[config.mk]
export PLATFORM = sky130hd
export DESIGN_NAME = kvt_byte_ser
export DESIGN_NICKNAME = d
export VERILOG_FILES = /design/src/rtl/kvt_pkg.sv /design/src/rtl/kvt_byte_ser.sv
export SDC_FILE = /design/constraint.sdc
export NUM_CORES = 1
export LEC_CHECK = 0
export ABC_CLOCK_PERIOD_IN_PS = 2100
export BUFFER_PORTS_ARGS = -buffer_cell sky130_fd_sc_hd__buf_2
export CORE_ASPECT_RATIO = 0.8
export CORE_UTILIZATION = 30
export CTS_CLUSTER_DIAMETER = 50
export DETAILED_ROUTE_END_ITERATION = 10
export GPL_ROUTABILITY_DRIVEN = 0
export PLACE_DENSITY = 0.53
export SETUP_SLACK_MARGIN = 0.05
export SYNTH_ARGS = -nofsm -noshare
export SYNTH_HDL_FRONTEND = slang
export SYNTH_SLANG_ARGS = --single-unit
[constraint.sdc]
create_clock -name clk -period 2.1 [get_ports clk]
set_clock_uncertainty 0.1 [all_clocks]
set_input_delay 0.105 -clock clk [delete_from_list [all_inputs] [get_ports clk]]
set_output_delay 0.105 -clock clk [all_outputs]
set_load 0.1 [all_outputs]
[src/rtl/kvt_pkg.sv]
`default_nettype none

package kvt_pkg;

  // Command codes
  localparam logic CMD_KEY  = 1'b0;
  localparam logic CMD_LOST = 1'b1;

  // Event type of key events
  localparam logic [4:0] EV_KEY = 5'd1;

  // Key values
  localparam logic [1:0] KV_RELEASE = 2'd0;
  localparam logic [1:0] KV_PRESS   = 2'd1;
  localparam logic [1:0] KV_REPEAT  = 2'd2;

  // Result kinds
  localparam logic KIND_BYTE  = 1'b0;
  localparam logic KIND_SETUP = 1'b1;

  // Configuration register indexes
  localparam logic [1:0] CFG_DUP_WINDOW = 2'd0;
  localparam logic [1:0] CFG_NEWLINE    = 2'd1;
  localparam logic [1:0] CFG_CURSOR_APP = 2'd2;

  // Configuration reset values
  localparam logic [7:0] DUP_WINDOW_RESET = 8'd30;

  // Owner entry width: zero means no owner, else node + 1
  localparam int OWNER_BITS = 4;

  // Keycodes
  localparam logic [9:0] KC_DIG_FIRST = 10'd2;
  localparam logic [9:0] KC_DIG_LAST  = 10'd11;
  localparam logic [9:0] KC_ENTER     = 10'd28;
  localparam logic [9:0] KC_LCTRL     = 10'd29;
  localparam logic [9:0] KC_LSHIFT    = 10'd42;
  localparam logic [9:0] KC_RSHIFT    = 10'd54;
  localparam logic [9:0] KC_LALT      = 10'd56;
  localparam logic [9:0] KC_TAB_LIMIT = 10'd58;
  localparam logic [9:0] KC_CAPS      = 10'd58;
  localparam logic [9:0] KC_F1        = 10'd59;
  localparam logic [9:0] KC_F2        = 10'd60;
  localparam logic [9:0] KC_F3        = 10'd61;
  localparam logic [9:0] KC_F4        = 10'd62;
  localparam logic [9:0] KC_F5        = 10'd63;
  localparam logic [9:0] KC_F6        = 10'd64;
  localparam logic [9:0] KC_F7        = 10'd65;
  localparam logic [9:0] KC_F8        = 10'd66;
  localparam logic [9:0] KC_F9        = 10'd67;
  localparam logic [9:0] KC_F10       = 10'd68;
  localparam logic [9:0] KC_F11       = 10'd87;
  localparam logic [9:0] KC_F12       = 10'd88;
  localparam logic [9:0] KC_RCTRL     = 10'd97;
  localparam logic [9:0] KC_RALT      = 10'd100;
  localparam logic [9:0] KC_HOME      = 10'd102;
  localparam logic [9:0] KC_UP        = 10'd103;
  localparam logic [9:0] KC_PGUP      = 10'd104;
  localparam logic [9:0] KC_LEFT      = 10'd105;
  localparam logic [9:0] KC_RIGHT     = 10'd106;
  localparam logic [9:0] KC_END       = 10'd107;
  localparam logic [9:0] KC_DOWN      = 10'd108;
  localparam logic [9:0] KC_PGDN      = 10'd109;
  localparam logic [9:0] KC_INSERT    = 10'd110;
  localparam logic [9:0] KC_DELETE    = 10'd111;

  // Characters
  localparam logic [7:0] ASC_NUL     = 8'h00;
  localparam logic [7:0] ASC_LF      = 8'h0a;
  localparam logic [7:0] ASC_CR      = 8'h0d;
  localparam logic [7:0] ASC_ESC     = 8'h1b;
  localparam logic [7:0] ASC_CTRL    = 8'h1f;
  localparam logic [7:0] ASC_CASE    = 8'h20;
  localparam logic [7:0] ASC_0       = 8'h30;
  localparam logic [7:0] ASC_1       = 8'h31;
  localparam logic [7:0] ASC_2       = 8'h32;
  localparam logic [7:0] ASC_3       = 8'h33;
  localparam logic [7:0] ASC_4       = 8'h34;
  localparam logic [7:0] ASC_5       = 8'h35;
  localparam logic [7:0] ASC_6       = 8'h36;
  localparam logic [7:0] ASC_7       = 8'h37;
  localparam logic [7:0] ASC_8       = 8'h38;
  localparam logic [7:0] ASC_9       = 8'h39;
  localparam logic [7:0] ASC_UA      = 8'h41;
  localparam logic [7:0] ASC_UB      = 8'h42;
  localparam logic [7:0] ASC_UC      = 8'h43;
  localparam logic [7:0] ASC_UD      = 8'h44;
  localparam logic [7:0] ASC_UF      = 8'h46;
  localparam logic [7:0] ASC_UH      = 8'h48;
  localparam logic [7:0] ASC_UO      = 8'h4f;
  localparam logic [7:0] ASC_UP      = 8'h50;
  localparam logic [7:0] ASC_UQ      = 8'h51;
  localparam logic [7:0] ASC_UR      = 8'h52;
  localparam logic [7:0] ASC_US      = 8'h53;
  localparam logic [7:0] ASC_LBRACK  = 8'h5b;
  localparam logic [7:0] ASC_LOWER_A = 8'h61;
  localparam logic [7:0] ASC_LOWER_Z = 8'h7a;
  localparam logic [7:0] ASC_TILDE   = 8'h7e;

  // Unshifted US layout for keycodes below caps lock, padded to 64
  localparam logic [7:0] PLAIN_TAB [64] = '{
    8'h00, 8'h1b, 8'h31, 8'h32, 8'h33, 8'h34, 8'h35, 8'h36,
    8'h37, 8'h38, 8'h39, 8'h30, 8'h2d, 8'h3d, 8'h7f, 8'h09,
    8'h71, 8'h77, 8'h65, 8'h72, 8'h74, 8'h79, 8'h75, 8'h69,
    8'h6f, 8'h70, 8'h5b, 8'h5d, 8'h0d, 8'h00, 8'h61, 8'h73,
    8'h64, 8'h66, 8'h67, 8'h68, 8'h6a, 8'h6b, 8'h6c, 8'h3b,
    8'h27, 8'h60, 8'h00, 8'h5c, 8'h7a, 8'h78, 8'h63, 8'h76,
    8'h62, 8'h6e, 8'h6d, 8'h2c, 8'h2e, 8'h2f, 8'h00, 8'h00,
    8'h00, 8'h20, 8'h00, 8'h00, 8'h00, 8'h00, 8'h00, 8'h00
  };

  // Shifted US layout, same indexing
  localparam logic [7:0] SHIFT_TAB [64] = '{
    8'h00, 8'h1b, 8'h21, 8'h40, 8'h23, 8'h24, 8'h25, 8'h5e,
    8'h26, 8'h2a, 8'h28, 8'h29, 8'h5f, 8'h2b, 8'h7f, 8'h09,
    8'h51, 8'h57, 8'h45, 8'h52, 8'h54, 8'h59, 8'h55, 8'h49,
    8'h4f, 8'h50, 8'h7b, 8'h7d, 8'h0d, 8'h00, 8'h41, 8'h53,
    8'h44, 8'h46, 8'h47, 8'h48, 8'h4a, 8'h4b, 8'h4c, 8'h3a,
    8'h22, 8'h7e, 8'h00, 8'h7c, 8'h5a, 8'h58, 8'h43, 8'h56,
    8'h42, 8'h4e, 8'h4d, 8'h3c, 8'h3e, 8'h3f, 8'h00, 8'h00,
    8'h00, 8'h20, 8'h00, 8'h00, 8'h00, 8'h00, 8'h00, 8'h00
  };

  // Results of one event: bytes[0] goes out first
  typedef struct packed {
    logic            kind;
    logic [2:0]      count;
    logic [4:0][7:0] bytes;
  } kvt_job_t;

  // Memory access strobes from the event stage
  typedef struct packed {
    logic rd_en;
    logic wr_en;
  } kvt_mem_req_t;

  function automatic kvt_job_t kvt_seq(input logic [2:0] n, input logic [7:0] b0,
                                       input logic [7:0] b1, input logic [7:0] b2,
                                       input logic [7:0] b3, input logic [7:0] b4);
    kvt_job_t j;
    j.kind  = KIND_BYTE;
    j.count = n;
    j.bytes = {b4, b3, b2, b1, b0};
    return j;
  endfunction

  // Map one accepted press to its result bytes
  function automatic kvt_job_t kvt_encode(input logic [9:0] code, input logic shift,
                                          input logic ctrl, input logic alt,
                                          input logic caps, input logic newline,
                                          input logic cursor_app);
    kvt_job_t   j;
    logic [7:0] c;
    logic [7:0] s;
    logic [7:0] lead;
    j    = kvt_seq(3'd0, ASC_NUL, ASC_NUL, ASC_NUL, ASC_NUL, ASC_NUL);
    c    = PLAIN_TAB[code[5:0]];
    s    = SHIFT_TAB[code[5:0]];
    lead = cursor_app ? ASC_UO : ASC_LBRACK;
    if (ctrl && code == KC_F3) begin
      j.kind  = KIND_SETUP;
      j.count = 3'd1;
    end else if (code < KC_TAB_LIMIT) begin
      if (c inside {[ASC_LOWER_A:ASC_LOWER_Z]}) begin
        if (ctrl) begin
          j = kvt_seq(3'd1, c & ASC_CTRL, ASC_NUL, ASC_NUL, ASC_NUL, ASC_NUL);
        end else begin
          if (shift ^ caps) c = c - ASC_CASE;
          j = alt ? kvt_seq(3'd2, ASC_ESC, c, ASC_NUL, ASC_NUL, ASC_NUL)
                  : kvt_seq(3'd1, c, ASC_NUL, ASC_NUL, ASC_NUL, ASC_NUL);
        end
      end else if (code inside {[KC_DIG_FIRST:KC_DIG_LAST]}) begin
        c = shift ? s : c;
        j = alt ? kvt_seq(3'd2, ASC_ESC, c, ASC_NUL, ASC_NUL, ASC_NUL)
                : kvt_seq(3'd1, c, ASC_NUL, ASC_NUL, ASC_NUL, ASC_NUL);
      end else if (code == KC_ENTER) begin
        j = newline ? kvt_seq(3'd2, ASC_CR, ASC_LF, ASC_NUL, ASC_NUL, ASC_NUL)
                    : kvt_seq(3'd1, ASC_CR, ASC_NUL, ASC_NUL, ASC_NUL, ASC_NUL);
      end else if (c != ASC_NUL) begin
        j = kvt_seq(3'd1, shift ? s : c, ASC_NUL, ASC_NUL, ASC_NUL, ASC_NUL);
      end
    end else begin
      case (code)
        KC_RIGHT:  j = kvt_seq(3'd3, ASC_ESC, lead, ASC_UC, ASC_NUL, ASC_NUL);
        KC_LEFT:   j = kvt_seq(3'd3, ASC_ESC, lead, ASC_UD, ASC_NUL, ASC_NUL);
        KC_DOWN:   j = kvt_seq(3'd3, ASC_ESC, lead, ASC_UB, ASC_NUL, ASC_NUL);
        KC_UP:     j = kvt_seq(3'd3, ASC_ESC, lead, ASC_UA, ASC_NUL, ASC_NUL);
        KC_INSERT: j = kvt_seq(3'd4, ASC_ESC, ASC_LBRACK, ASC_2, ASC_TILDE, ASC_NUL);
        KC_HOME:   j = kvt_seq(3'd3, ASC_ESC, ASC_LBRACK, ASC_UH, ASC_NUL, ASC_NUL);
        KC_PGUP:   j = kvt_seq(3'd4, ASC_ESC, ASC_LBRACK, ASC_5, ASC_TILDE, ASC_NUL);
        KC_DELETE: j = kvt_seq(3'd4, ASC_ESC, ASC_LBRACK, ASC_3, ASC_TILDE, ASC_NUL);
        KC_END:    j = kvt_seq(3'd3, ASC_ESC, ASC_LBRACK, ASC_UF, ASC_NUL, ASC_NUL);
        KC_PGDN:   j = kvt_seq(3'd4, ASC_ESC, ASC_LBRACK, ASC_6, ASC_TILDE, ASC_NUL);
        KC_F1:     j = kvt_seq(3'd3, ASC_ESC, ASC_UO, ASC_UP, ASC_NUL, ASC_NUL);
        KC_F2:     j = kvt_seq(3'd3, ASC_ESC, ASC_UO, ASC_UQ, ASC_NUL, ASC_NUL);
        KC_F3:     j = kvt_seq(3'd3, ASC_ESC, ASC_UO, ASC_UR, ASC_NUL, ASC_NUL);
        KC_F4:     j = kvt_seq(3'd3, ASC_ESC, ASC_UO, ASC_US, ASC_NUL, ASC_NUL);
        KC_F5:     j = kvt_seq(3'd5, ASC_ESC, ASC_LBRACK, ASC_1, ASC_5, ASC_TILDE);
        KC_F6:     j = kvt_seq(3'd5, ASC_ESC, ASC_LBRACK, ASC_1, ASC_7, ASC_TILDE);
        KC_F7:     j = kvt_seq(3'd5, ASC_ESC, ASC_LBRACK, ASC_1, ASC_8, ASC_TILDE);
        KC_F8:     j = kvt_seq(3'd5, ASC_ESC, ASC_LBRACK, ASC_1, ASC_9, ASC_TILDE);
        KC_F9:     j = kvt_seq(3'd5, ASC_ESC, ASC_LBRACK, ASC_2, ASC_0, ASC_TILDE);
        KC_F10:    j = kvt_seq(3'd5, ASC_ESC, ASC_LBRACK, ASC_2, ASC_1, ASC_TILDE);
        KC_F11:    j = kvt_seq(3'd5, ASC_ESC, ASC_LBRACK, ASC_2, ASC_3, ASC_TILDE);
        KC_F12:    j = kvt_seq(3'd5, ASC_ESC, ASC_LBRACK, ASC_2, ASC_4, ASC_TILDE);
        default:   j.count = 3'd0;
      endcase
    end
    return j;
  endfunction

endpackage

`default_nettype wire

[src/rtl/kvt_byte_ser.sv]
`default_nettype none

module kvt_byte_ser (
  input  wire                  clk,
  input  wire                  rst,
  input  wire                  job_valid,
  output logic                 job_ready,
  input  wire kvt_pkg::kvt_job_t job,
  output logic                 out_valid,
  input  wire                  out_ready,
  output logic                 out_kind,
  output logic [7:0]           out_byte,
  output logic                 last
);
  import kvt_pkg::*;

  logic            busy;
  logic            kind;
  logic [2:0]      rem;
  logic [4:0][7:0] bytes;
  logic            load;
  logic            done;

  assign last      = rem == 3'd1;
  assign done      = busy && out_ready && last;
  assign job_ready = !busy || (out_ready && last);
  assign load      = job_valid && job_ready;
  assign out_valid = busy;
  assign out_kind  = kind;
  assign out_byte  = bytes[0];

  // Track whether a request is being sent
  always_ff @(posedge clk) begin
    if (rst) busy <= 1'b0;
    else if (load) busy <= 1'b1;
    else if (done) busy <= 1'b0;
  end

  // Load a new request or advance to its next byte
  always_ff @(posedge clk) begin
    if (load) begin
      kind  <= job.kind;
      rem   <= job.count;
      bytes <= job.bytes;
    end else if (busy && out_ready) begin
      rem   <= rem - 3'd1;
      bytes <= bytes >> 8;
    end
  end

endmodule

`default_nettype wire

Word level (Yosys, flattened, before mapping)

Index checks and enable logic that the tools add are counted.

Add/subtract/negate cells: 1
Multipliers: 0
Divide/modulo/power cells: 0
Magnitude comparators: 0
Equality and inequality tests: 1
Shift-type cells: 0
Mux-type cells: 6
Bitwise logic cells: 0
Reduce and logical (&&, ||, !) cells: 8

Operators by type and width:

| operator            | count |
|---|---|
| $mux 40             | 2 |
| $mux 3              | 2 |
| $logic_and 1x1->1   | 4 |
| $reduce_bool 2->1   | 2 |
| $eq 3x1->1 const B  | 1 |
| $sub 3x1->3 const B | 1 |
| $mux 1              | 2 |
| $logic_not 1->1     | 1 |
| $logic_or 1x1->1    | 1 |

Register bits after elaboration: 45
Bits in latches: 0
RAM bits: 0
Memory bits (read-only): 0
Logic and storage cells: 24
Memories: 0

Logic depth before layout (Yosys ltp)

Word-level depth: 5
Gate-level depth with buffers: 6
Mapped depth without buffers: 5

Least setup slack after synthesis

Ideal clock, no wire load.

Path type: reg2reg
From: register busy (netlist: out_valid)
To: register bytes[10] (netlist name), enable pin
Library setup time: 381 ps
Arrival: 1854 ps
Required time: 1619 ps
Setup slack: -236 ps
Stages on the path, launching flop included: 2
Path buffers: 0
Cell sequence: dfxtp_1 mux2_2

Longest elaborated chain between the ends: 4
Elaborated cells between the ends (all ways): 5

Ends and longest elaborated chain:

| element                         | line               | text |
|---|---|---|
| start, declared                 | kvt_byte_ser.sv:17 | `logic busy;` |
| start signal, assigned          | kvt_byte_ser.sv:34 | `if (rst) busy <= 1'b0;` |
| start signal, assigned          | kvt_byte_ser.sv:35 | `else if (load) busy <= 1'b1;` |
| start signal, assigned          | kvt_byte_ser.sv:36 | `else if (done) busy <= 1'b0;` |
| $logic_not 1->1                 | kvt_byte_ser.sv:26 | `assign job_ready = !busy \|\| (out_ready && last);` |
| $logic_or 1x1->1                | kvt_byte_ser.sv:26 |  |
| $logic_and 1x1->1               | kvt_byte_ser.sv:27 | `assign load = job_valid && job_ready;` |
| $reduce_bool 2->1 (no line) (*) | -                  |  |
| end signal, assigned            | kvt_byte_ser.sv:44 | `bytes <= job.bytes;` |
| end signal, assigned            | kvt_byte_ser.sv:47 | `bytes <= bytes >> 8;` |
| end, declared                   | kvt_byte_ser.sv:20 | `logic [4:0][7:0] bytes;` |

Every way passes the cells marked *; elsewhere a longest branch is shown, timed or not.
A chain may end at the register's enable or synchronous reset.

Worst setup path after layout

From: register rem[1]
To: register bytes[16] (netlist name), data pin

Longest elaborated chain between the ends: 5

Ends and longest elaborated chain:

| element                | line               | text |
|---|---|---|
| start, declared        | kvt_byte_ser.sv:19 | `logic [2:0] rem;` |
| start signal, assigned | kvt_byte_ser.sv:43 | `rem <= job.count;` |
| start signal, assigned | kvt_byte_ser.sv:46 | `rem <= rem - 3'd1;` |
| $eq 3x1->1             | kvt_byte_ser.sv:24 | `assign last = rem == 3'd1;` |
| $logic_and 1x1->1      | kvt_byte_ser.sv:26 |  |
| $logic_or 1x1->1       | kvt_byte_ser.sv:26 |  |
| $logic_and 1x1->1      | kvt_byte_ser.sv:27 |  |
| $mux 40                | kvt_byte_ser.sv:41 | `if (load) begin` |

No other way between the ends.

==> results.ini <==
[outcome]
status=complete, no violations

[floorplan]
coreArea_um2=6410
fp.dieW_um=93.2
rows=26
dieArea_um2=6990
io_pins=60
start_util_pct=31.2
fp.dieH_um=75.0

[global_routing]
grt_usage_pct=9.84
grt_overflow=0
grt_pass1_vias=1113
grt_pass1_wl_um=4980
grt_max_degree=45
antenna_found_initial=0

[critical_path]
worstSetupStartpointType=flop
crit_path_end_kind=flop
cp.arrival_ns=1.87
required_ns=2.05
crit_type=reg -> reg
regToRegSetupSlack_ns=0.18
worst-path-max-fanout=22

[detailed_routing]
vias_per_cell=4.20
postRouteAntennaNets=0
drc=0
wl_per_cell_um=12.9
drt_iter0_markers=20
wirelength_um=3410
vias=1108
dr.pass1.iters=2

[logic_synthesis]
synth_cell_types=17
syn_area_um2=2000
synth_nets=163
synth_edf_count=44
yosys_warnings=0
yosys.area.top_type=edfxtp_1
yosysMostFrequentCell=edfxtp_1
synthFlopType=edfxtp_1
synth_common_cells=44 x edfxtp_1, 35 x mux2_2, 8 x and2_1, 8 x buf_4
postSynthAreaPerCell_um2=17.7
ys_ff_latch=45
synthTopCellsByArea=edfxtp_1 66%, mux2_2 20%, buf_4 3.0%, and2_1 2.5%, buf_6 1.7%
yosysTopAreaCellShare_pct=66.2
ys_async_sr_fraction_pct=0
yosysSeqAreaShare_pct=67.2
synthCells=113

[timing]
slew_headroom_pct=33.0
period_minus_slack_ns=1.92
fmax_mhz=521
finalCritPeriodShare_pct=91.4
drv_slew=0
setup_viol=0
fin_setup_tns_ns=0
finalHoldViolCount=0
tightest_slew_ns=1.00
rsz0062_at_grt=false

[cts]
clock_path_buffers=2
worst_skew_pair.late_latency_ns=0.29
cts.clk_slew.worst_paths_ns=0.08
cts-root-buf=clkbuf_8
cts_max_level=2
post_cts_resized=0
cts_tree=built
numCtsBuffers=5
clock-sinks=45

[cells_and_area]
nNetsFinal=229
antenna_cells=0
final_layout_size_suffix_gt1_share_pct=58.9
area_growth_pct=27.1
utilization_pct=39.6

[pwr]
ir_worst_vdd_mv=0.261
power_uw=2140
p_leak_uw=0.00102
p_per_area_nw_per_um2=843

[placement]
io_buffers=59
dp_hpwl_um=2220

[job]
maxCapViolations=0

[min_path]
hold_path.class=in -> reg

==> flip-flops by register name (all words and copies together), names as in the netlist <==
| name | cells |
|---|---|
| bytes | 32 |
| rem | 3 |
| out_kind | 1 |
| out_valid | 1 |
| out_byte | 8 |
==> worst paths after layout <==
check | endpoint | from | cells past startpoint
min reg2reg | bytes[9]$_DFFE_PP_ | bytes[17]$_DFFE_PP_ | 1
max reg2reg | bytes[16]$_DFFE_PP_ | rem[1]$_DFFE_PP_ | 6
min | out_byte[6]$_DFFE_PP_ | job[6] | 2
max | bytes[16]$_DFFE_PP_ | rem[1]$_DFFE_PP_ | 6
==> cells in the final DEF (no fill, tap or decap), drive strengths merged <==
| cell | instances |
|---|---|
| mux2 | 35 |
| a21boi | 1 |
| dlygate4sd3 | 10 |
| clkbuf | 9 |
| mux2i | 1 |
| and2 | 8 |
| a21oi | 1 |
| nor2b | 1 |
| nand3b | 1 |
| buf | 60 |
| ha | 2 |
| inv | 3 |
| nor2 | 1 |
| nand2 | 1 |
| edfxtp | 44 |
| dfxtp | 1 |
| xor2 | 1 |
==> kinds of logic after synthesis <==
logic type | Yosys count | share of synthesized area [%]
xor+xnor | 1 | 0.439
flops | 45 | 67.2
compound gates | 2 | 1.19
buf+inv | 15 | 5.51
mux | 36 | 20.2
simple gates | 12 | 4.20
fa+ha+maj | 2 | 1.25
==> layer usage <==
layer | track usage (%) | part of all wire [%] | up-vias
li1 | - | - | 540
met1 | 11.1 | 43 | 519
met2 | 16.7 | 48 | 42
met3 | 3.74 | 7.1 | 7
met4 | 4.96 | 1.2 | 0
met5 | 0 | 0 | -
==> stage by stage <==
step                hold WS (ns)  cell area, µm²  instances  setup slack, ns
floorplan                 0.0700            2000        113            0.156
global placement           0.154            2320        245            0.227
detailed placement         0.160            2320        245            0.172
CTS                      0.00206            2510        263            0.153
global route             0.00158            2540        264           0.0579
finish                   0.00936            2540        264            0.181
==> worst max-delay path: stages, from the launching register on <==
cell and delay (ns):
edfxtp_1 0.37, inv_1 0.09, ha_1 0.20, nand3b_4 0.11, a21boi_4 0.23, clkbuf_16 0.23, mux2_2 0.34
==> power breakdown <==
group / leakage, µW / internal, µW / switching, µW / total (µW)
clock: 0.0000455 / 269 / 278 / 546
combinational: 0.000533 / 168 / 285 / 454
sequential: 0.000444 / 1110 / 26.3 / 1140
total: 0.00102 / 1550 / 589 / 2140
==> area by class of cell <==
class	count	area [µm²]
Sequential cell	45	1340
Inverter	3	11.3
Tap cell	84	105
Clock buffer	8	90.1
Multi-Input combinational cell	53	548
Timing Repair Buffer	71	440
Fill cell	614	3870
==> timing repair <==
item                                    4_1_cts  5_1_grt
buffers inserted                              0        0
endpoints found under the hold margin         9        0
endpoints found under the setup margin        0       16
hold buffers                                 10        0
Note: power is estimated with default switching activity, not from simulation.
