===== src/rtl/kvt_pkg.sv =====
`default_nettype none

package kvt_pkg;

  // Command codes
  localparam logic CMD_KEY  = 1'b0;
  localparam logic CMD_LOST = 1'b1;

  // Event type of key events
  localparam logic [4:0] EV_KEY = 5'd1;

  // Key values
  localparam logic [1:0] KV_RELEASE = 2'd0;
  localparam logic [1:0] KV_PRESS   = 2'd1;
  localparam logic [1:0] KV_REPEAT  = 2'd2;

  // Result kinds
  localparam logic KIND_BYTE  = 1'b0;
  localparam logic KIND_SETUP = 1'b1;

  // Configuration register indexes
  localparam logic [1:0] CFG_DUP_WINDOW = 2'd0;
  localparam logic [1:0] CFG_NEWLINE    = 2'd1;
  localparam logic [1:0] CFG_CURSOR_APP = 2'd2;

  // Configuration reset values
  localparam logic [7:0] DUP_WINDOW_RESET = 8'd30;

  // Owner entry width: zero means no owner, else node + 1
  localparam int OWNER_BITS = 4;

  // Keycodes
  localparam logic [9:0] KC_DIG_FIRST = 10'd2;
  localparam logic [9:0] KC_DIG_LAST  = 10'd11;
  localparam logic [9:0] KC_ENTER     = 10'd28;
  localparam logic [9:0] KC_LCTRL     = 10'd29;
  localparam logic [9:0] KC_LSHIFT    = 10'd42;
  localparam logic [9:0] KC_RSHIFT    = 10'd54;
  localparam logic [9:0] KC_LALT      = 10'd56;
  localparam logic [9:0] KC_TAB_LIMIT = 10'd58;
  localparam logic [9:0] KC_CAPS      = 10'd58;
  localparam logic [9:0] KC_F1        = 10'd59;
  localparam logic [9:0] KC_F2        = 10'd60;
  localparam logic [9:0] KC_F3        = 10'd61;
  localparam logic [9:0] KC_F4        = 10'd62;
  localparam logic [9:0] KC_F5        = 10'd63;
  localparam logic [9:0] KC_F6        = 10'd64;
  localparam logic [9:0] KC_F7        = 10'd65;
  localparam logic [9:0] KC_F8        = 10'd66;
  localparam logic [9:0] KC_F9        = 10'd67;
  localparam logic [9:0] KC_F10       = 10'd68;
  localparam logic [9:0] KC_F11       = 10'd87;
  localparam logic [9:0] KC_F12       = 10'd88;
  localparam logic [9:0] KC_RCTRL     = 10'd97;
  localparam logic [9:0] KC_RALT      = 10'd100;
  localparam logic [9:0] KC_HOME      = 10'd102;
  localparam logic [9:0] KC_UP        = 10'd103;
  localparam logic [9:0] KC_PGUP      = 10'd104;
  localparam logic [9:0] KC_LEFT      = 10'd105;
  localparam logic [9:0] KC_RIGHT     = 10'd106;
  localparam logic [9:0] KC_END       = 10'd107;
  localparam logic [9:0] KC_DOWN      = 10'd108;
  localparam logic [9:0] KC_PGDN      = 10'd109;
  localparam logic [9:0] KC_INSERT    = 10'd110;
  localparam logic [9:0] KC_DELETE    = 10'd111;

  // Characters
  localparam logic [7:0] ASC_NUL     = 8'h00;
  localparam logic [7:0] ASC_LF      = 8'h0a;
  localparam logic [7:0] ASC_CR      = 8'h0d;
  localparam logic [7:0] ASC_ESC     = 8'h1b;
  localparam logic [7:0] ASC_CTRL    = 8'h1f;
  localparam logic [7:0] ASC_CASE    = 8'h20;
  localparam logic [7:0] ASC_0       = 8'h30;
  localparam logic [7:0] ASC_1       = 8'h31;
  localparam logic [7:0] ASC_2       = 8'h32;
  localparam logic [7:0] ASC_3       = 8'h33;
  localparam logic [7:0] ASC_4       = 8'h34;
  localparam logic [7:0] ASC_5       = 8'h35;
  localparam logic [7:0] ASC_6       = 8'h36;
  localparam logic [7:0] ASC_7       = 8'h37;
  localparam logic [7:0] ASC_8       = 8'h38;
  localparam logic [7:0] ASC_9       = 8'h39;
  localparam logic [7:0] ASC_UA      = 8'h41;
  localparam logic [7:0] ASC_UB      = 8'h42;
  localparam logic [7:0] ASC_UC      = 8'h43;
  localparam logic [7:0] ASC_UD      = 8'h44;
  localparam logic [7:0] ASC_UF      = 8'h46;
  localparam logic [7:0] ASC_UH      = 8'h48;
  localparam logic [7:0] ASC_UO      = 8'h4f;
  localparam logic [7:0] ASC_UP      = 8'h50;
  localparam logic [7:0] ASC_UQ      = 8'h51;
  localparam logic [7:0] ASC_UR      = 8'h52;
  localparam logic [7:0] ASC_US      = 8'h53;
  localparam logic [7:0] ASC_LBRACK  = 8'h5b;
  localparam logic [7:0] ASC_LOWER_A = 8'h61;
  localparam logic [7:0] ASC_LOWER_Z = 8'h7a;
  localparam logic [7:0] ASC_TILDE   = 8'h7e;

  // Unshifted US layout for keycodes below caps lock, padded to 64
  localparam logic [7:0] PLAIN_TAB [64] = '{
    8'h00, 8'h1b, 8'h31, 8'h32, 8'h33, 8'h34, 8'h35, 8'h36,
    8'h37, 8'h38, 8'h39, 8'h30, 8'h2d, 8'h3d, 8'h7f, 8'h09,
    8'h71, 8'h77, 8'h65, 8'h72, 8'h74, 8'h79, 8'h75, 8'h69,
    8'h6f, 8'h70, 8'h5b, 8'h5d, 8'h0d, 8'h00, 8'h61, 8'h73,
    8'h64, 8'h66, 8'h67, 8'h68, 8'h6a, 8'h6b, 8'h6c, 8'h3b,
    8'h27, 8'h60, 8'h00, 8'h5c, 8'h7a, 8'h78, 8'h63, 8'h76,
    8'h62, 8'h6e, 8'h6d, 8'h2c, 8'h2e, 8'h2f, 8'h00, 8'h00,
    8'h00, 8'h20, 8'h00, 8'h00, 8'h00, 8'h00, 8'h00, 8'h00
  };

  // Shifted US layout, same indexing
  localparam logic [7:0] SHIFT_TAB [64] = '{
    8'h00, 8'h1b, 8'h21, 8'h40, 8'h23, 8'h24, 8'h25, 8'h5e,
    8'h26, 8'h2a, 8'h28, 8'h29, 8'h5f, 8'h2b, 8'h7f, 8'h09,
    8'h51, 8'h57, 8'h45, 8'h52, 8'h54, 8'h59, 8'h55, 8'h49,
    8'h4f, 8'h50, 8'h7b, 8'h7d, 8'h0d, 8'h00, 8'h41, 8'h53,
    8'h44, 8'h46, 8'h47, 8'h48, 8'h4a, 8'h4b, 8'h4c, 8'h3a,
    8'h22, 8'h7e, 8'h00, 8'h7c, 8'h5a, 8'h58, 8'h43, 8'h56,
    8'h42, 8'h4e, 8'h4d, 8'h3c, 8'h3e, 8'h3f, 8'h00, 8'h00,
    8'h00, 8'h20, 8'h00, 8'h00, 8'h00, 8'h00, 8'h00, 8'h00
  };

  // Results of one event: bytes[0] goes out first
  typedef struct packed {
    logic            kind;
    logic [2:0]      count;
    logic [4:0][7:0] bytes;
  } kvt_job_t;

  // Memory access strobes from the event stage
  typedef struct packed {
    logic rd_en;
    logic wr_en;
  } kvt_mem_req_t;

  function automatic kvt_job_t kvt_seq(input logic [2:0] n, input logic [7:0] b0,
                                       input logic [7:0] b1, input logic [7:0] b2,
                                       input logic [7:0] b3, input logic [7:0] b4);
    kvt_job_t j;
    j.kind  = KIND_BYTE;
    j.count = n;
    j.bytes = {b4, b3, b2, b1, b0};
    return j;
  endfunction

  // Map one accepted press to its result bytes
  function automatic kvt_job_t kvt_encode(input logic [9:0] code, input logic shift,
                                          input logic ctrl, input logic alt,
                                          input logic caps, input logic newline,
                                          input logic cursor_app);
    kvt_job_t   j;
    logic [7:0] c;
    logic [7:0] s;
    logic [7:0] lead;
    j    = kvt_seq(3'd0, ASC_NUL, ASC_NUL, ASC_NUL, ASC_NUL, ASC_NUL);
    c    = PLAIN_TAB[code[5:0]];
    s    = SHIFT_TAB[code[5:0]];
    lead = cursor_app ? ASC_UO : ASC_LBRACK;
    if (ctrl && code == KC_F3) begin
      j.kind  = KIND_SETUP;
      j.count = 3'd1;
    end else if (code < KC_TAB_LIMIT) begin
      if (c inside {[ASC_LOWER_A:ASC_LOWER_Z]}) begin
        if (ctrl) begin
          j = kvt_seq(3'd1, c & ASC_CTRL, ASC_NUL, ASC_NUL, ASC_NUL, ASC_NUL);
        end else begin
          if (shift ^ caps) c = c - ASC_CASE;
          j = alt ? kvt_seq(3'd2, ASC_ESC, c, ASC_NUL, ASC_NUL, ASC_NUL)
                  : kvt_seq(3'd1, c, ASC_NUL, ASC_NUL, ASC_NUL, ASC_NUL);
        end
      end else if (code inside {[KC_DIG_FIRST:KC_DIG_LAST]}) begin
        c = shift ? s : c;
        j = alt ? kvt_seq(3'd2, ASC_ESC, c, ASC_NUL, ASC_NUL, ASC_NUL)
                : kvt_seq(3'd1, c, ASC_NUL, ASC_NUL, ASC_NUL, ASC_NUL);
      end else if (code == KC_ENTER) begin
        j = newline ? kvt_seq(3'd2, ASC_CR, ASC_LF, ASC_NUL, ASC_NUL, ASC_NUL)
                    : kvt_seq(3'd1, ASC_CR, ASC_NUL, ASC_NUL, ASC_NUL, ASC_NUL);
      end else if (c != ASC_NUL) begin
        j = kvt_seq(3'd1, shift ? s : c, ASC_NUL, ASC_NUL, ASC_NUL, ASC_NUL);
      end
    end else begin
      case (code)
        KC_RIGHT:  j = kvt_seq(3'd3, ASC_ESC, lead, ASC_UC, ASC_NUL, ASC_NUL);
        KC_LEFT:   j = kvt_seq(3'd3, ASC_ESC, lead, ASC_UD, ASC_NUL, ASC_NUL);
        KC_DOWN:   j = kvt_seq(3'd3, ASC_ESC, lead, ASC_UB, ASC_NUL, ASC_NUL);
        KC_UP:     j = kvt_seq(3'd3, ASC_ESC, lead, ASC_UA, ASC_NUL, ASC_NUL);
        KC_INSERT: j = kvt_seq(3'd4, ASC_ESC, ASC_LBRACK, ASC_2, ASC_TILDE, ASC_NUL);
        KC_HOME:   j = kvt_seq(3'd3, ASC_ESC, ASC_LBRACK, ASC_UH, ASC_NUL, ASC_NUL);
        KC_PGUP:   j = kvt_seq(3'd4, ASC_ESC, ASC_LBRACK, ASC_5, ASC_TILDE, ASC_NUL);
        KC_DELETE: j = kvt_seq(3'd4, ASC_ESC, ASC_LBRACK, ASC_3, ASC_TILDE, ASC_NUL);
        KC_END:    j = kvt_seq(3'd3, ASC_ESC, ASC_LBRACK, ASC_UF, ASC_NUL, ASC_NUL);
        KC_PGDN:   j = kvt_seq(3'd4, ASC_ESC, ASC_LBRACK, ASC_6, ASC_TILDE, ASC_NUL);
        KC_F1:     j = kvt_seq(3'd3, ASC_ESC, ASC_UO, ASC_UP, ASC_NUL, ASC_NUL);
        KC_F2:     j = kvt_seq(3'd3, ASC_ESC, ASC_UO, ASC_UQ, ASC_NUL, ASC_NUL);
        KC_F3:     j = kvt_seq(3'd3, ASC_ESC, ASC_UO, ASC_UR, ASC_NUL, ASC_NUL);
        KC_F4:     j = kvt_seq(3'd3, ASC_ESC, ASC_UO, ASC_US, ASC_NUL, ASC_NUL);
        KC_F5:     j = kvt_seq(3'd5, ASC_ESC, ASC_LBRACK, ASC_1, ASC_5, ASC_TILDE);
        KC_F6:     j = kvt_seq(3'd5, ASC_ESC, ASC_LBRACK, ASC_1, ASC_7, ASC_TILDE);
        KC_F7:     j = kvt_seq(3'd5, ASC_ESC, ASC_LBRACK, ASC_1, ASC_8, ASC_TILDE);
        KC_F8:     j = kvt_seq(3'd5, ASC_ESC, ASC_LBRACK, ASC_1, ASC_9, ASC_TILDE);
        KC_F9:     j = kvt_seq(3'd5, ASC_ESC, ASC_LBRACK, ASC_2, ASC_0, ASC_TILDE);
        KC_F10:    j = kvt_seq(3'd5, ASC_ESC, ASC_LBRACK, ASC_2, ASC_1, ASC_TILDE);
        KC_F11:    j = kvt_seq(3'd5, ASC_ESC, ASC_LBRACK, ASC_2, ASC_3, ASC_TILDE);
        KC_F12:    j = kvt_seq(3'd5, ASC_ESC, ASC_LBRACK, ASC_2, ASC_4, ASC_TILDE);
        default:   j.count = 3'd0;
      endcase
    end
    return j;
  endfunction

endpackage

`default_nettype wire


===== src/rtl/kvt_event_stage.sv =====
`default_nettype none

module kvt_event_stage #(
  parameter int KEY_CODES  = 768,
  parameter int NODE_COUNT = 8,
  parameter int STAMP_BITS = 32,
  parameter int AW         = $clog2(KEY_CODES)
) (
  input  wire                               clk,
  input  wire                               rst,
  input  wire                               in_valid,
  output logic                              in_ready,
  input  wire                               cmd,
  input  wire  [4:0]                        event_type,
  input  wire  [9:0]                        keycode,
  input  wire  [1:0]                        key_value,
  input  wire  [2:0]                        source_node,
  input  wire  [31:0]                       timestamp_ms,
  input  wire  [7:0]                        dup_window,
  input  wire                               newline_mode,
  input  wire                               cursor_app_mode,
  input  wire                               clearing,
  output kvt_pkg::kvt_mem_req_t             mem_req,
  output logic [AW-1:0]                     rd_addr,
  output logic [AW-1:0]                     wr_addr,
  output logic [kvt_pkg::OWNER_BITS-1:0]    wr_owner,
  output logic [STAMP_BITS-1:0]             wr_stamp,
  input  wire  [kvt_pkg::OWNER_BITS-1:0]    rd_owner,
  input  wire  [STAMP_BITS-1:0]             rd_stamp,
  output logic                              job_valid,
  input  wire                               job_ready,
  output kvt_pkg::kvt_job_t                 job
);
  import kvt_pkg::*;

  localparam logic [10:0] CODE_LIMIT = 11'(KEY_CODES);
  localparam logic [3:0]  NODE_LIMIT = 4'(NODE_COUNT);

  // Stage registers
  logic                  s1_valid;
  logic                  s1_cmd;
  logic [4:0]            s1_type;
  logic [9:0]            s1_code;
  logic [1:0]            s1_value;
  logic [2:0]            s1_source;
  logic [STAMP_BITS-1:0] s1_stamp;

  // Key state
  logic shift_held, ctrl_held, alt_held, caps_on;

  // Last table write, for a read issued at the same edge
  logic                  fwd_valid;
  logic [AW-1:0]         fwd_addr;
  logic [OWNER_BITS-1:0] fwd_owner;
  logic [STAMP_BITS-1:0] fwd_stamp;

  logic                  accept;
  logic                  advance;
  logic [AW-1:0]         s1_addr;
  logic                  fwd_hit;
  logic [OWNER_BITS-1:0] cur_owner;
  logic [STAMP_BITS-1:0] cur_stamp;
  logic [STAMP_BITS-1:0] stamp_diff;
  logic [OWNER_BITS-1:0] my_id;
  logic                  src_ok;
  logic                  is_key;
  logic                  is_shift, is_ctrl, is_alt, is_mod;
  logic                  is_press;
  logic                  in_range;
  logic                  is_dup;
  logic                  emit;
  logic                  held;

  // Handshake and table read
  assign advance = s1_valid && job_ready;
  assign in_ready = !clearing && (!s1_valid || advance);
  assign accept = in_valid && in_ready;
  assign rd_addr = keycode[AW-1:0];

  // Decide on the request in the stage
  always_comb begin
    s1_addr    = s1_code[AW-1:0];
    fwd_hit    = fwd_valid && (fwd_addr == s1_addr);
    cur_owner  = fwd_hit ? fwd_owner : rd_owner;
    cur_stamp  = fwd_hit ? fwd_stamp : rd_stamp;
    stamp_diff = s1_stamp - cur_stamp;
    my_id      = {1'b0, s1_source} + 4'd1;
    src_ok     = {1'b0, s1_source} < NODE_LIMIT;
    is_key     = (s1_cmd == CMD_KEY) && (s1_type == EV_KEY) && src_ok;
    is_shift   = (s1_code == KC_LSHIFT) || (s1_code == KC_RSHIFT);
    is_ctrl    = (s1_code == KC_LCTRL) || (s1_code == KC_RCTRL);
    is_alt     = (s1_code == KC_LALT) || (s1_code == KC_RALT);
    is_mod     = is_shift || is_ctrl || is_alt;
    is_press   = (s1_value == KV_PRESS) || (s1_value == KV_REPEAT);
    held       = s1_value != KV_RELEASE;
    in_range   = {1'b0, s1_code} < CODE_LIMIT;
    is_dup     = in_range && (cur_owner != '0) && (cur_owner != my_id) &&
                 (stamp_diff < STAMP_BITS'(dup_window));
    emit       = is_key && !is_mod && is_press && !is_dup;
    job        = kvt_encode(s1_code, shift_held, ctrl_held, alt_held, caps_on,
                            newline_mode, cursor_app_mode);
    job_valid  = s1_valid && emit && (job.count != 3'd0);
    mem_req.rd_en = accept;
    mem_req.wr_en = advance && emit && in_range;
    wr_addr    = s1_addr;
    wr_owner   = my_id;
    wr_stamp   = s1_stamp;
  end

  // Hold or refill the stage
  always_ff @(posedge clk) begin
    if (rst) s1_valid <= 1'b0;
    else if (accept) s1_valid <= 1'b1;
    else if (advance) s1_valid <= 1'b0;
  end

  always_ff @(posedge clk) begin
    if (accept) begin
      s1_cmd    <= cmd;
      s1_type   <= event_type;
      s1_code   <= keycode;
      s1_value  <= key_value;
      s1_source <= source_node;
      s1_stamp  <= STAMP_BITS'(timestamp_ms);
    end
  end

  // Update modifiers and caps lock as requests leave the stage
  always_ff @(posedge clk) begin
    if (rst) begin
      shift_held <= 1'b0;
      ctrl_held  <= 1'b0;
      alt_held   <= 1'b0;
      caps_on    <= 1'b0;
    end else if (advance) begin
      if (s1_cmd == CMD_LOST) begin
        shift_held <= 1'b0;
        ctrl_held  <= 1'b0;
        alt_held   <= 1'b0;
      end else if (is_key) begin
        if (is_shift) shift_held <= held;
        if (is_ctrl) ctrl_held <= held;
        if (is_alt) alt_held <= held;
      end
      if (emit && s1_code == KC_CAPS) caps_on <= !caps_on;
    end
  end

  // Track the latest table write
  always_ff @(posedge clk) begin
    if (rst) fwd_valid <= 1'b0;
    else if (mem_req.wr_en) fwd_valid <= 1'b1;
  end

  always_ff @(posedge clk) begin
    if (mem_req.wr_en) begin
      fwd_addr  <= s1_addr;
      fwd_owner <= my_id;
      fwd_stamp <= s1_stamp;
    end
  end

endmodule

`default_nettype wire


===== config.mk =====
export PLATFORM = sky130hd
export DESIGN_NAME = kvt_event_stage
export DESIGN_NICKNAME = d
export VERILOG_FILES = /design/src/rtl/kvt_pkg.sv /design/src/rtl/kvt_event_stage.sv
export SDC_FILE = /design/constraint.sdc
export NUM_CORES = 1
export LEC_CHECK = 0
export BUFFER_PORTS_ARGS = -buffer_cell sky130_fd_sc_hd__buf_2
export CORE_MARGIN = 5
export CORE_UTILIZATION = 30
export CTS_BUF_LIST = sky130_fd_sc_hd__clkbuf_8
export CTS_CLUSTER_DIAMETER = 150
export DETAILED_ROUTE_END_ITERATION = 6
export GPL_TIMING_DRIVEN = 0
export MAX_ROUTING_LAYER = met4
export SLEW_MARGIN = 20
export SYNTH_ARGS = -nofsm -noshare
export SYNTH_HDL_FRONTEND = slang
export SYNTH_SLANG_ARGS = --single-unit

===== constraint.sdc =====
create_clock -name clk -period 7 [get_ports clk]
set_input_delay 0.7 -clock clk [delete_from_list [all_inputs] [get_ports clk]]
set_output_delay 0.7 -clock clk [all_outputs]
set_load 0.02 [all_outputs]

Word level (Yosys, flattened, before mapping). Memories as Yosys holds them, arrays and structs flattened. Index checks and enable logic that the tools add are counted.

Memories kept: 2. Memory bits (read-only): 1024. Flip-flop bits (word level): 105. Logic and storage cells: 146. Bits of input ports: 104. Output and inout port bits: 104.

Reductions and logical operators: 47. Multiplexer cells: 33. Eq/ne operators: 35. $add $sub $neg: 3. $lt $le $gt $ge: 8. Bitwise gates (word level): 3.

Memories: (no name shown) (words 64, bits a word 8, rd ports 1, clocked after memory_dff 0, write ports 0, RTL line kvt_pkg.sv:158) `s = SHIFT_TAB[code[5:0]];`; (no name shown) (words 64, bits a word 8, rd ports 1, clocked after memory_dff 0, write ports 0, RTL line kvt_pkg.sv:157) `c = PLAIN_TAB[code[5:0]];`.

Operators by type and width (number): one-hot mux 39 bit (22 select lines) (1); two-way mux 42 bit (6); == test 10 x 7 -> 1 bit, second input constant (19); == test 10 x 6 -> 1 bit, second input constant (9); two-way mux 44 bit (2); two-way mux 8 bit (6); two-way mux 41 bit (1); two-way mux 40 bit (1); < comparator 32 x 8 -> 1 bit (1); two-way mux 32 bit (1); subtractor 32 bit (1); == test 10 x 5 -> 1 bit, second input constant (2); logical AND 1 bit (19); nonzero test 2 bit (6); two-way mux 1 bit (11); == test 10 bit (1); greater-or-equal comparator 10 x 2 -> 1 bit, second input constant (1); less-or-equal comparator 10 x 4 -> 1 bit, second input constant (1); < comparator 10 bit, second input constant (1); < comparator 10 x 6 -> 1 bit, second input constant (1); OR reduction 10 bit (1); one-hot mux 3 bit (3 select lines) (1); AND reduction 3 bit (3); greater-or-equal comparator 8 x 7 -> 1 bit, second input constant (1); 21 further kinds (32).

Depth between registers and ports, before layout. Gate-level depths: netlist of the first run.

Depth after elaboration: 13. Depth in mapped cells: 24. Depth with buffers taken out: 22.

Worst setup path after synthesis of the first run. Ideal clock, no wire load.

Kind: register to output. From: register s1_code[1] (netlist: wr_addr[1]). To: output port mem_req[0] in the netlist's numbering. Path slack: 0.389 ns. Stages on the path, launching flop included: 23. Buffers on the path: 2. Required time: 6.300 ns. Arrival time: 5.911 ns. Path through: edfxtp_1 clkbuf_1 xnor2_1 nand4_1 nor3_1 clkbuf_1 mux2_2 ha_1 inv_1 fa_1 a21o_1 a221oi_2 xnor2_1 ha_1 a21oi_1 o211ai_1 or4_1 nor4_1 o311ai_2 nor4_1 and4_1 o2111ai_2 and2_1.

RTL lines: start: declaration (RTL line kvt_event_stage.sv:43) `logic [9:0] s1_code;`; start signal: assignment (RTL line kvt_event_stage.sv:121) `s1_code <= keycode;`; end: declaration (RTL line kvt_event_stage.sv:23) `output kvt_pkg::kvt_mem_req_t mem_req,`.

==> metrics, run 1 <==
detailed-routing iteration count for the pre-antenna-repair pass=5; number of fill cells in the layout=2943; clock-pin slew of the registers on the worst-case setup and hold paths=120 ps; initial antenna violation count=1; vertical die dimension=about 180 µm; final non-filler cell area=~11000 µm²; cell count after synthesis=936; commonest non-fill, non-tap cell in the layout=sky130_fd_sc_hd__buf_2; routed vias/inst=between 5 and 6; overall overflow remaining after global route=0; status=finished, final reports clean; number of remaining DRC errors=0; half-perimeter wire length of the detailed placement result=around 23000 µm; fin crit period=~6700 ps; max-slew violation count=0; synth warn=0; Clock H-tree levels=3; pin count of the biggest net entering global routing=55; slew of the pin with the lowest slew margin=1010 ps; placed insts=between 1500 and 2000; flip-flop and latch area=approximately 3100 µm²; clock tree root driver cell=sky130_fd_sc_hd__clkbuf_8; maximum VDD drop=around 0.00020 V; via count of the first global-routing pass=~8000; total negative slack=0 ps; number of library cell types mapped by synthesis=96; number of standard cells in the final layout excluding fillers=roughly 1600; Max transition margin=0.324; number of setup violations in the final report=0; total detailed-routing wirelength=roughly 31000 µm; path class of the lowest-slack min-delay path=input pin to flip-flop; Final Cycle Share=0.955; TritonCTS clock tree=yes; Max Freq=~150 MHz; antenna viol nets, final=0; fraction of final layout cells sized beyond drive strength 1=0.294; WP data required=approximately 6300 ps; starting density of the core=0.301; insertion delay of the later-clocked pin in the worst-skew pair=just over 400 ps; most instantiated flip-flop cell in the synthesis netlist=sky130_fd_sc_hd__edfxtp_1; final hold violation count=0; synthesized flop and latch total=~110; via count=~8300; buffers added on ports=roughly 200; Placer Congestion=0.963; portion of the post-synthesis area used by sequential elements=0.360; first-pass GRT wire length=~46000 µm; reported leakage power=~4.3 nW; Initial DRC Count=between 600 and 700; Die Span X=about 180 µm; number of enable flip-flop cells after synthesis=99; highest fanout seen on the critical path=10; number of placed I/O pins=about 210; overall power consumption=0.00155 W; per-cell routed wire length=between 15 and 20 µm; Clock Sink Count=roughly 110; cell area after placement=~10000 µm²; power density relative to cell area=145 nW/µm²; layout net count=between 1000 and 1500; final hold slack=about 450 ps; number of placement rows=62; critical path capture point type=primary output; Max-cap violations=0; area growth from synthesis to final layout=24.6%; Worst Setup Path Type=flip-flop to primary output; data arrival time of the worst path=5980 ps; Post-synth ARST share=0; Setup crit end=mem_req[0]; deepest clock path buffer count=2; worst setup slack for register-to-register paths=around 860 ps; worst flop-to-flop path endpoint=fwd_stamp[28]; startpoint type of the worst setup path=flip-flop; area of combinational cells with multiple inputs=between 5000 and 6000 µm²; Final Skew=about 27 ps; number of cells on the worst reg-to-reg path=24; global-route usage over all layers=0.189; Die Outline Area=32100 µm²; core area=between 20000 and 30000 µm²; number of buffers inserted during clock tree synthesis=9; Post-Syn Area per Cell=roughly 9.2 µm²; beginning of the worst register-to-register path=wr_addr[3]; source of the critical timing path=wr_addr[3]; commonest cells after routing, fill and taps aside=sky130_fd_sc_hd__buf_2, sky130_fd_sc_hd__edfxtp_1, sky130_fd_sc_hd__nand2_1; Syn Std Cell Area=around 8600 µm²
repair_timing:
action,in CTS,in global routing
setup buffers,6,16
hold endpoints to repair,0,0
hold buffers,0,0
endpoints found under the setup margin,50,2
cloned,2,1
pin swaps,2,9
resized for setup,16,20
registers in the layout (all words and copies together) (netlist names), 2 cells and up:
register / cells
fwd_stamp: 32
wr_stamp: 32
fwd_addr: 10
wr_addr: 10
s1_type: 5
fwd_owner: 4
s1_source: 3
s1_value: 2
where the power goes:
| group | switching [W] | internal (W) |
|---|---|---|
| sequential | 0.0000120 | 0.000702 |
| clock | 0.000241 | 0.000139 |
| combinational | 0.000279 | 0.000180 |
metal layers:
| layer | track usage | share of wire | up-vias | routed length (µm) |
|---|---|---|---|---|
| met4 | 0.0508 | 0.025 | 0 | 764 |
| li1 | - | - | 3983 | - |
| met5 | - | 0 | - | 0 |
| met3 | 0.0354 | 0.071 | 53 | 2180 |
| met2 | 0.284 | 0.44 | 357 | 13400 |
| met1 | 0.263 | 0.47 | 3944 | 14300 |
final cells by class:
cell class | instances | area share
clock buffer | 9 | 0.0116
timing repair buffer | 226 | 0.113
inverter | 40 | 0.0143
antenna | 2 | 0.000468
clock inverter | 7 | 0.00667
tap | 384 | 0.0449
multi-input combinational | 723 | 0.480
sequential | 105 | 0.289
buffer | 72 | 0.0404
critical path, stage by stage (launching register included):
cell                        delay, ps
sky130_fd_sc_hd__edfxtp_1         450
sky130_fd_sc_hd__buf_6            180
sky130_fd_sc_hd__xnor2_4          170
sky130_fd_sc_hd__nand4_1          180
sky130_fd_sc_hd__nor3_4           320
sky130_fd_sc_hd__buf_8            160
sky130_fd_sc_hd__buf_4            140
sky130_fd_sc_hd__mux2i_4          240
sky130_fd_sc_hd__ha_4             250
sky130_fd_sc_hd__a21o_4           250
sky130_fd_sc_hd__a31oi_4          180
sky130_fd_sc_hd__nand2_1          110
sky130_fd_sc_hd__buf_4            170
sky130_fd_sc_hd__xor2_1           140
sky130_fd_sc_hd__ha_1             300
sky130_fd_sc_hd__a21oi_1          150
sky130_fd_sc_hd__o22ai_1           80
sky130_fd_sc_hd__or4_4            580
sky130_fd_sc_hd__nor4_4           200
sky130_fd_sc_hd__o311ai_4         160
sky130_fd_sc_hd__nor4_2           320
sky130_fd_sc_hd__and4_1           280
sky130_fd_sc_hd__o2111ai_4        190
sky130_fd_sc_hd__and2_4           230
sky130_fd_sc_hd__buf_2            160
Yosys cell counts, types with 12 or more instances:
cell | instances | area [µm²]
sky130_fd_sc_hd__o21ai_0 | 54 | 270
sky130_fd_sc_hd__a21oi_1 | 65 | 325
sky130_fd_sc_hd__a31oi_1 | 12 | 75.1
sky130_fd_sc_hd__buf_4 | 23 | 173
sky130_fd_sc_hd__xnor2_1 | 24 | 210
sky130_fd_sc_hd__nand4_1 | 13 | 81.3
sky130_fd_sc_hd__nor2_1 | 79 | 297
sky130_fd_sc_hd__nand2_1 | 81 | 304
sky130_fd_sc_hd__nor3_1 | 25 | 125
sky130_fd_sc_hd__o211ai_1 | 16 | 120
sky130_fd_sc_hd__mux2i_1 | 39 | 390
sky130_fd_sc_hd__nor2b_1 | 13 | 81.3
sky130_fd_sc_hd__ha_1 | 51 | 638
sky130_fd_sc_hd__inv_1 | 37 | 139
sky130_fd_sc_hd__nand2b_1 | 19 | 119
sky130_fd_sc_hd__and3_1 | 12 | 75.1
sky130_fd_sc_hd__nand3_1 | 17 | 85.1
sky130_fd_sc_hd__clkbuf_1 | 34 | 128
sky130_fd_sc_hd__a211oi_1 | 13 | 97.6
sky130_fd_sc_hd__edfxtp_1 | 99 | 2970
cells by family after synthesis:
kind of cell / Yosys count / share of synthesized area
muxes: 43 / 0.0507
DFF: 105 / 0.360
and+or+nand+nor: 309 / 0.180
buffers and inverters: 113 / 0.0656
xor gates and xnor gates: 35 / 0.0379
AOI/OAI and AO/OA: 278 / 0.228
other: 1 / 0.000437
adders and majority gates: 52 / 0.0767
how the worst min path moves through the flow:
stage | cells past startpoint | endpoint | start
floorplan | 2 | fwd_valid | fwd_valid
global placement | 0 | fwd_stamp[4] | wr_stamp[4]
detailed placement | 0 | fwd_stamp[5] | wr_stamp[5]
CTS | 1 | wr_stamp[21] | timestamp_ms[21]
global route | 1 | wr_stamp[12] | timestamp_ms[12]
finish | 1 | wr_stamp[13] | timestamp_ms[13]
metrics by stage:
step                       util  setup slack, ps
final                     0.376              318
after global routing      0.376            -55.8
after CTS                 0.367             19.3
after detailed placement  0.355            -1040
after global placement    0.354            -1840
after floorplan               -              389
Note: power is estimated with default switching activity, not from simulation.
==> run 2, diff against run 1 <==
Settings changed: RECOVER_POWER set to 25.
==> run 2 against run 1 <==
  * Clock power barely moved
  * Sequential power barely moved
  * Total power barely moved
  * Clock skew up 2.1 ps
  * Routed wire length barely moved
  * Count of clock-buffer cells in the layout is the same
  * Sequential share of layout area is essentially flat
  * Critical endpoint unchanged
  * Largest power group unchanged
==> metrics, run 2 (synthesis results as in run 1) <==
flip-flop and latch area=3090 µm² (unchanged); slew of the pin with the lowest slew margin=1040 ps (was 1010 ps); final non-filler cell area=10700 µm² (about the same); Clock H-tree levels=3 (unchanged); number of placement rows=62 (unchanged); reported leakage power=4.30 nW (was 4.33 nW); per-cell routed wire length=19.5 µm (about the same); vertical die dimension=179 µm (unchanged); clock tree root driver cell=sky130_fd_sc_hd__clkbuf_8 (unchanged); WP data required=6300 ps (about the same); critical path capture point type=primary output (unchanged); Final Cycle Share=0.954 (was 0.955); area of combinational cells with multiple inputs=5130 µm² (unchanged); power density relative to cell area=145 nW/µm² (about the same); count of hold buffers inserted by post-cts repair=0 (unchanged); fin crit period=6680 ps (about the same); via count=8339 (was 8337); overall overflow remaining after global route=0 (unchanged); final hold slack=451 ps (was 454 ps); status=finished, final reports clean (unchanged); start point of the worst min-delay path=timestamp_ms[13] (unchanged); Initial DRC Count=624 (was 617); Clock Sink Count=105 (unchanged); commonest non-fill, non-tap cell in the layout=sky130_fd_sc_hd__buf_2 (unchanged); buffers added on ports=203 (unchanged); beginning of the worst register-to-register path=wr_addr[1] (was wr_addr[3]); number of placed I/O pins=208 (unchanged); post-route core utilization=0.375 (was 0.376); number of cells on the worst reg-to-reg path=24 (unchanged); Die Span X=179 µm (unchanged); first-pass GRT wire length=45600 µm (unchanged); Final Skew=29.2 ps (was 27.1 ps); worst flop-to-flop path endpoint=fwd_stamp[28] (unchanged); initial antenna violation count=1 (unchanged); cell area after placement=10100 µm² (unchanged); path class of the lowest-slack min-delay path=input pin to flip-flop (unchanged); Worst Setup Path Type=flip-flop to primary output (unchanged); Max-cap violations=0 (unchanged); Max Freq=150 MHz (about the same); layout net count=1333 (unchanged); starting density of the core=0.301 (unchanged); routed vias/inst=5.32 (about the same); pin count of the biggest net entering global routing=55 (unchanged); source of the critical timing path=wr_addr[1] (was wr_addr[3]); antenna viol nets, final=0 (unchanged); Placer Congestion=0.963 (unchanged); TritonCTS clock tree=yes (unchanged); data arrival time of the worst path=5980 ps (about the same); insertion delay of the later-clocked pin in the worst-skew pair=410 ps (about the same); highest fanout seen on the critical path=9 (was 10); deepest clock path buffer count=2 (unchanged); via count of the first global-routing pass=7972 (unchanged); instance count along the most critical hold path=1 (unchanged); number of remaining DRC errors=0 (unchanged); worst setup slack for register-to-register paths=860 ps (about the same); placed insts=1526 (unchanged); half-perimeter wire length of the detailed placement result=23300 µm (unchanged); clock-pin slew of the registers on the worst-case setup and hold paths=120 ps (about the same); total detailed-routing wirelength=30600 µm (about the same); number of fill cells in the layout=2947 (was 2943); Die Outline Area=32100 µm² (unchanged); area growth from synthesis to final layout=24.5% (was 24.6%); maximum VDD drop=0.000197 V (about the same); worst slack after detailed placement=-1040 ps (unchanged); Max transition margin=0.299 (was 0.324); number of standard cells in the final layout excluding fillers=1568 (unchanged); number of buffers inserted during clock tree synthesis=9 (unchanged); post-route setup slack=323 ps (was 318 ps); terminating pin of the worst hold path=wr_stamp[13] (unchanged); core area=28500 µm² (unchanged); global-route usage over all layers=0.189 (unchanged); fraction of final layout cells sized beyond drive strength 1=0.285 (was 0.294); detailed-routing iteration count for the pre-antenna-repair pass=6 (was 5); final hold violation count=0 (unchanged); max-slew violation count=0 (unchanged); number of setup violations in the final report=0 (unchanged); commonest cells after routing, fill and taps aside=sky130_fd_sc_hd__buf_2, sky130_fd_sc_hd__edfxtp_1, sky130_fd_sc_hd__nand2_1 (unchanged); startpoint type of the worst setup path=flip-flop (unchanged)
[run 2: cell types whose count changed in the layout (fill, tap and decap cells not counted), sizes merged]
cell	before	now
buf	265	255
clkbuf	42	52
[run 2: routing by layer]
layer / wire (µm) / vias up / GRT usage
met5: 0 / - / -
met4: 771 / 0 / 0.0508
met3: 2160 / 52 / 0.0354
met2: 13400 / 349 / 0.284
met1: 14400 / 3953 / 0.263
li1: - / 3985 / -
[run 2: critical path, cell delays in order, from the launching register on]
cell	delay [ps]
sky130_fd_sc_hd__edfxtp_1	430
sky130_fd_sc_hd__clkbuf_4	230
sky130_fd_sc_hd__xnor2_2	210
sky130_fd_sc_hd__nand4_1	180
sky130_fd_sc_hd__nor3_4	250
sky130_fd_sc_hd__buf_8	160
sky130_fd_sc_hd__buf_4	140
sky130_fd_sc_hd__mux2i_4	240
sky130_fd_sc_hd__ha_4	250
sky130_fd_sc_hd__a21o_4	250
sky130_fd_sc_hd__a31oi_4	180
sky130_fd_sc_hd__nand2_1	110
sky130_fd_sc_hd__buf_4	170
sky130_fd_sc_hd__xor2_1	140
sky130_fd_sc_hd__ha_1	300
sky130_fd_sc_hd__a21oi_1	150
sky130_fd_sc_hd__o22ai_1	80
sky130_fd_sc_hd__or4_4	580
sky130_fd_sc_hd__nor4_4	200
sky130_fd_sc_hd__o311ai_4	160
sky130_fd_sc_hd__nor4_2	310
sky130_fd_sc_hd__and4_1	270
sky130_fd_sc_hd__o2111ai_4	190
sky130_fd_sc_hd__and2_4	230
sky130_fd_sc_hd__buf_2	160
[run 2: report_power, final]
| part | switching (W) | internal, W |
|---|---|---|
| registers | 0.0000120 | 0.000702 |
| clock network | 0.000242 | 0.000139 |
| logic | 0.000278 | 0.000179 |
| total | 0.000532 | 0.00102 |
[run 2: how the worst max path moves through the flow]
| stage | end | slack [ps] | cells after the start |
|---|---|---|---|
| 2_1_floorplan | mem_req[0] | 390 | 22 |
| 3_3_place_gp | mem_req[0] | -1840 | 24 |
| 3_5_place_dp | mem_req[0] | -1040 | 24 |
| 4_1_cts | mem_req[0] | 20 | 24 |
| 5_1_grt | mem_req[0] | -60 | 24 |
| 6_report | mem_req[0] | 320 | 24 |
[run 2: layout make-up]
class / count / area share
multi-input cells: 723 / 0.480
inverters: 40 / 0.0143
flip-flops and latches: 105 / 0.290
clock buffers: 9 / 0.0116
clock inverters: 7 / 0.00668
well taps: 384 / 0.0450
plain buffers: 72 / 0.0404
diodes: 2 / 0.000469
repair buffers: 226 / 0.112
[run 2: per-stage QoR]
stage	setup TNS [ps]	power, W
after floorplan	0	0.00103
after global placement	-60570	0.00116
after detailed placement	-20720	0.00116
after CTS	0	0.00156
after global routing	-55.8	0.00164
final	0	0.00155
[run 2: repair_timing]
action / CTS / global route
cloned: 2 / 1
pin swaps: 2 / 9
resized for setup: 16 / 20
endpoints found under the setup margin: 50 / 2
endpoints found under the hold margin: 0 / 0
setup buffers: 6 / 16
==> run 3, diff against run 2 <==
Settings changed: MAX_ROUTING_LAYER met4 to not set.
==> run 3 against run 2 <==
  * Total power up 0.19%
  * Critical path depth is the same
  * Largest power group unchanged
  * First-iteration DRC count increased by 1.4%
  * Combinational power down 2%
  * Sequential cell count unchanged
  * Largest cell class unchanged
  * Via count up 0.53%
  * Final area down 1.1%
  * Cell count fell by 0.51%
  * Count of clock-buffer cells in the layout stayed put
  * Setup slack got worse by 18 ps
==> metrics, run 3 (synthesis results as in run 1) <==
number of placement rows=62 (unchanged); per-cell routed wire length=19.1 µm (was 19.5 µm); clock tree root driver cell=sky130_fd_sc_hd__clkbuf_8 (unchanged); post-route core utilization=0.371 (was 0.375); via count of the first global-routing pass=7992 (was 7972); fraction of final layout cells sized beyond drive strength 1=0.281 (was 0.285); path class of the lowest-slack min-delay path=input pin to flip-flop (unchanged); startpoint type of the worst setup path=flip-flop (unchanged); Initial DRC Count=633 (was 624); total detailed-routing wirelength=29900 µm (was 30600 µm); critical path capture point type=primary output (unchanged); half-perimeter wire length of the detailed placement result=22800 µm (was 23300 µm); number of placed I/O pins=208 (unchanged); Max-cap violations=0 (unchanged); number of remaining DRC errors=0 (unchanged); commonest non-fill, non-tap cell in the layout=sky130_fd_sc_hd__buf_2 (unchanged); number of setup violations in the final report=0 (unchanged); highest fanout seen on the critical path=10 (was 9); Final Cycle Share=0.956 (was 0.954); fin crit period=6690 ps (was 6680 ps); global-route usage over all layers=0.182 (was 0.189); max-slew violation count=0 (unchanged); Worst Setup Path Type=flip-flop to primary output (unchanged); number of buffers inserted during clock tree synthesis=9 (unchanged); commonest cells after routing, fill and taps aside=sky130_fd_sc_hd__buf_2, sky130_fd_sc_hd__edfxtp_1, sky130_fd_sc_hd__nand2_1 (unchanged); via count=8383 (was 8339); area growth from synthesis to final layout=23.2% (was 24.5%); count of hold buffers inserted by post-cts repair=0 (unchanged); Max Freq=149 MHz (was 150 MHz); reported leakage power=4.27 nW (was 4.30 nW); first-pass GRT wire length=45300 µm (was 45600 µm); status=finished, final reports clean (unchanged); deepest clock path buffer count=2 (unchanged); overall power consumption=0.00156 W (was 0.00155 W); number of antenna diodes=0 (was 2); Clock H-tree levels=3 (unchanged); detailed-routing iteration count for the pre-antenna-repair pass=7 (was 6); maximum VDD drop=0.000159 V (was 0.000197 V); vertical die dimension=179 µm (unchanged); data arrival time of the worst path=5990 ps (was 5980 ps); power density relative to cell area=147 nW/µm² (was 145 nW/µm²); Max transition margin=0.369 (was 0.299); WP data required=6300 ps (about the same); starting density of the core=0.301 (unchanged); insertion delay of the later-clocked pin in the worst-skew pair=420 ps (was 410 ps); Placer Congestion=0.996 (was 0.963); Final Skew=26.2 ps (was 29.2 ps); overall overflow remaining after global route=0 (unchanged); layout net count=1327 (was 1333); buffers added on ports=203 (unchanged); number of fill cells in the layout=2948 (was 2947); Die Span X=179 µm (unchanged); Die Outline Area=32100 µm² (unchanged); total negative slack=0 ps (unchanged); Clock Sink Count=105 (unchanged); final hold violation count=0 (unchanged); core area=28500 µm² (unchanged); antenna viol nets, final=0 (unchanged); pin count of the biggest net entering global routing=55 (unchanged); clock-pin slew of the registers on the worst-case setup and hold paths=120 ps (about the same); initial antenna violation count=2 (was 1); slew of the pin with the lowest slew margin=942 ps (was 1040 ps); TritonCTS clock tree=yes (unchanged); routed vias/inst=5.37 (was 5.32)
[run 3: worst max-delay path, stage by stage (launching register included)]
cell and delay [ps]:
sky130_fd_sc_hd__edfxtp_1 440, sky130_fd_sc_hd__buf_4 200, sky130_fd_sc_hd__xnor2_2 180, sky130_fd_sc_hd__nand4_1 200
sky130_fd_sc_hd__nor3_4 280, sky130_fd_sc_hd__buf_8 170, sky130_fd_sc_hd__buf_4 160, sky130_fd_sc_hd__mux2i_1 220
sky130_fd_sc_hd__ha_2 350, sky130_fd_sc_hd__a31oi_4 210, sky130_fd_sc_hd__nand2_2 120, sky130_fd_sc_hd__nand3_1 100
sky130_fd_sc_hd__nand2_1 60, sky130_fd_sc_hd__xor2_1 150, sky130_fd_sc_hd__ha_1 290, sky130_fd_sc_hd__a21oi_1 160
sky130_fd_sc_hd__o211ai_1 110, sky130_fd_sc_hd__or4_4 600, sky130_fd_sc_hd__nor4_4 230, sky130_fd_sc_hd__o311ai_2 180
sky130_fd_sc_hd__nor4_2 330, sky130_fd_sc_hd__and4_1 270, sky130_fd_sc_hd__o2111ai_4 170, sky130_fd_sc_hd__and2_4 230
sky130_fd_sc_hd__buf_2 160
[run 3: through the flow]
stage                     area [µm²]  hold WS, ps  std cells  worst slack, ps
final                          10600          446       1560              306
after CTS                      10500          414       1554             32.0
after global placement         10100          477       1526            -1800
after detailed placement       10100          474       1526            -1070
after global routing           10600          408       1560            -3.15
after floorplan                 8590          458        939              389
[run 3: per-layer routing]
metal / vias up / part of all wire / GRT usage
li1: 3977 / - / -
met1: 3964 / 0.45 / 0.257
met2: 374 / 0.42 / 0.270
met3: 64 / 0.087 / 0.0432
met4: 4 / 0.033 / 0.0666
met5: - / 0.00064 / 0
[run 3: power by group]
part	leakage (nW)	internal [W]	switching, W
combinational	3.21	0.000177	0.000271
sequential	0.959	0.000702	0.0000128
clock	0.102	0.000142	0.000250
total	4.27	0.00102	0.000534
[run 3: final timing paths]
kind / startpoint / end / slack (ps) / depth (start not counted)
setup reg to reg: wr_addr[3] / fwd_stamp[31] / 880 / 24
hold reg to reg: wr_stamp[12] / fwd_stamp[12] / 500 / 0
setup / recovery: wr_addr[3] / mem_req[0] / 310 / 24
hold / removal: timestamp_ms[11] / wr_stamp[11] / 450 / 1
[run 3: layout make-up]
cell class	count	area (µm²)	share of cell area
Buffer	72	432	0.0408
Clock buffer	9	124	0.0117
Clock inverter	7	78.8	0.00746
Inverter	40	153	0.0144
Multi-Input combinational cell	723	5070	0.480
Sequential cell	105	3090	0.293
Tap cell	384	480	0.0455
Timing Repair Buffer	220	1130	0.107
[run 3: what timing repair did]
action,4_1_cts,5_1_grt
setup endpoints to repair,50,2
buffers inserted,10,7
pin swaps,2,7
resized for setup,16,13
cloned,2,0
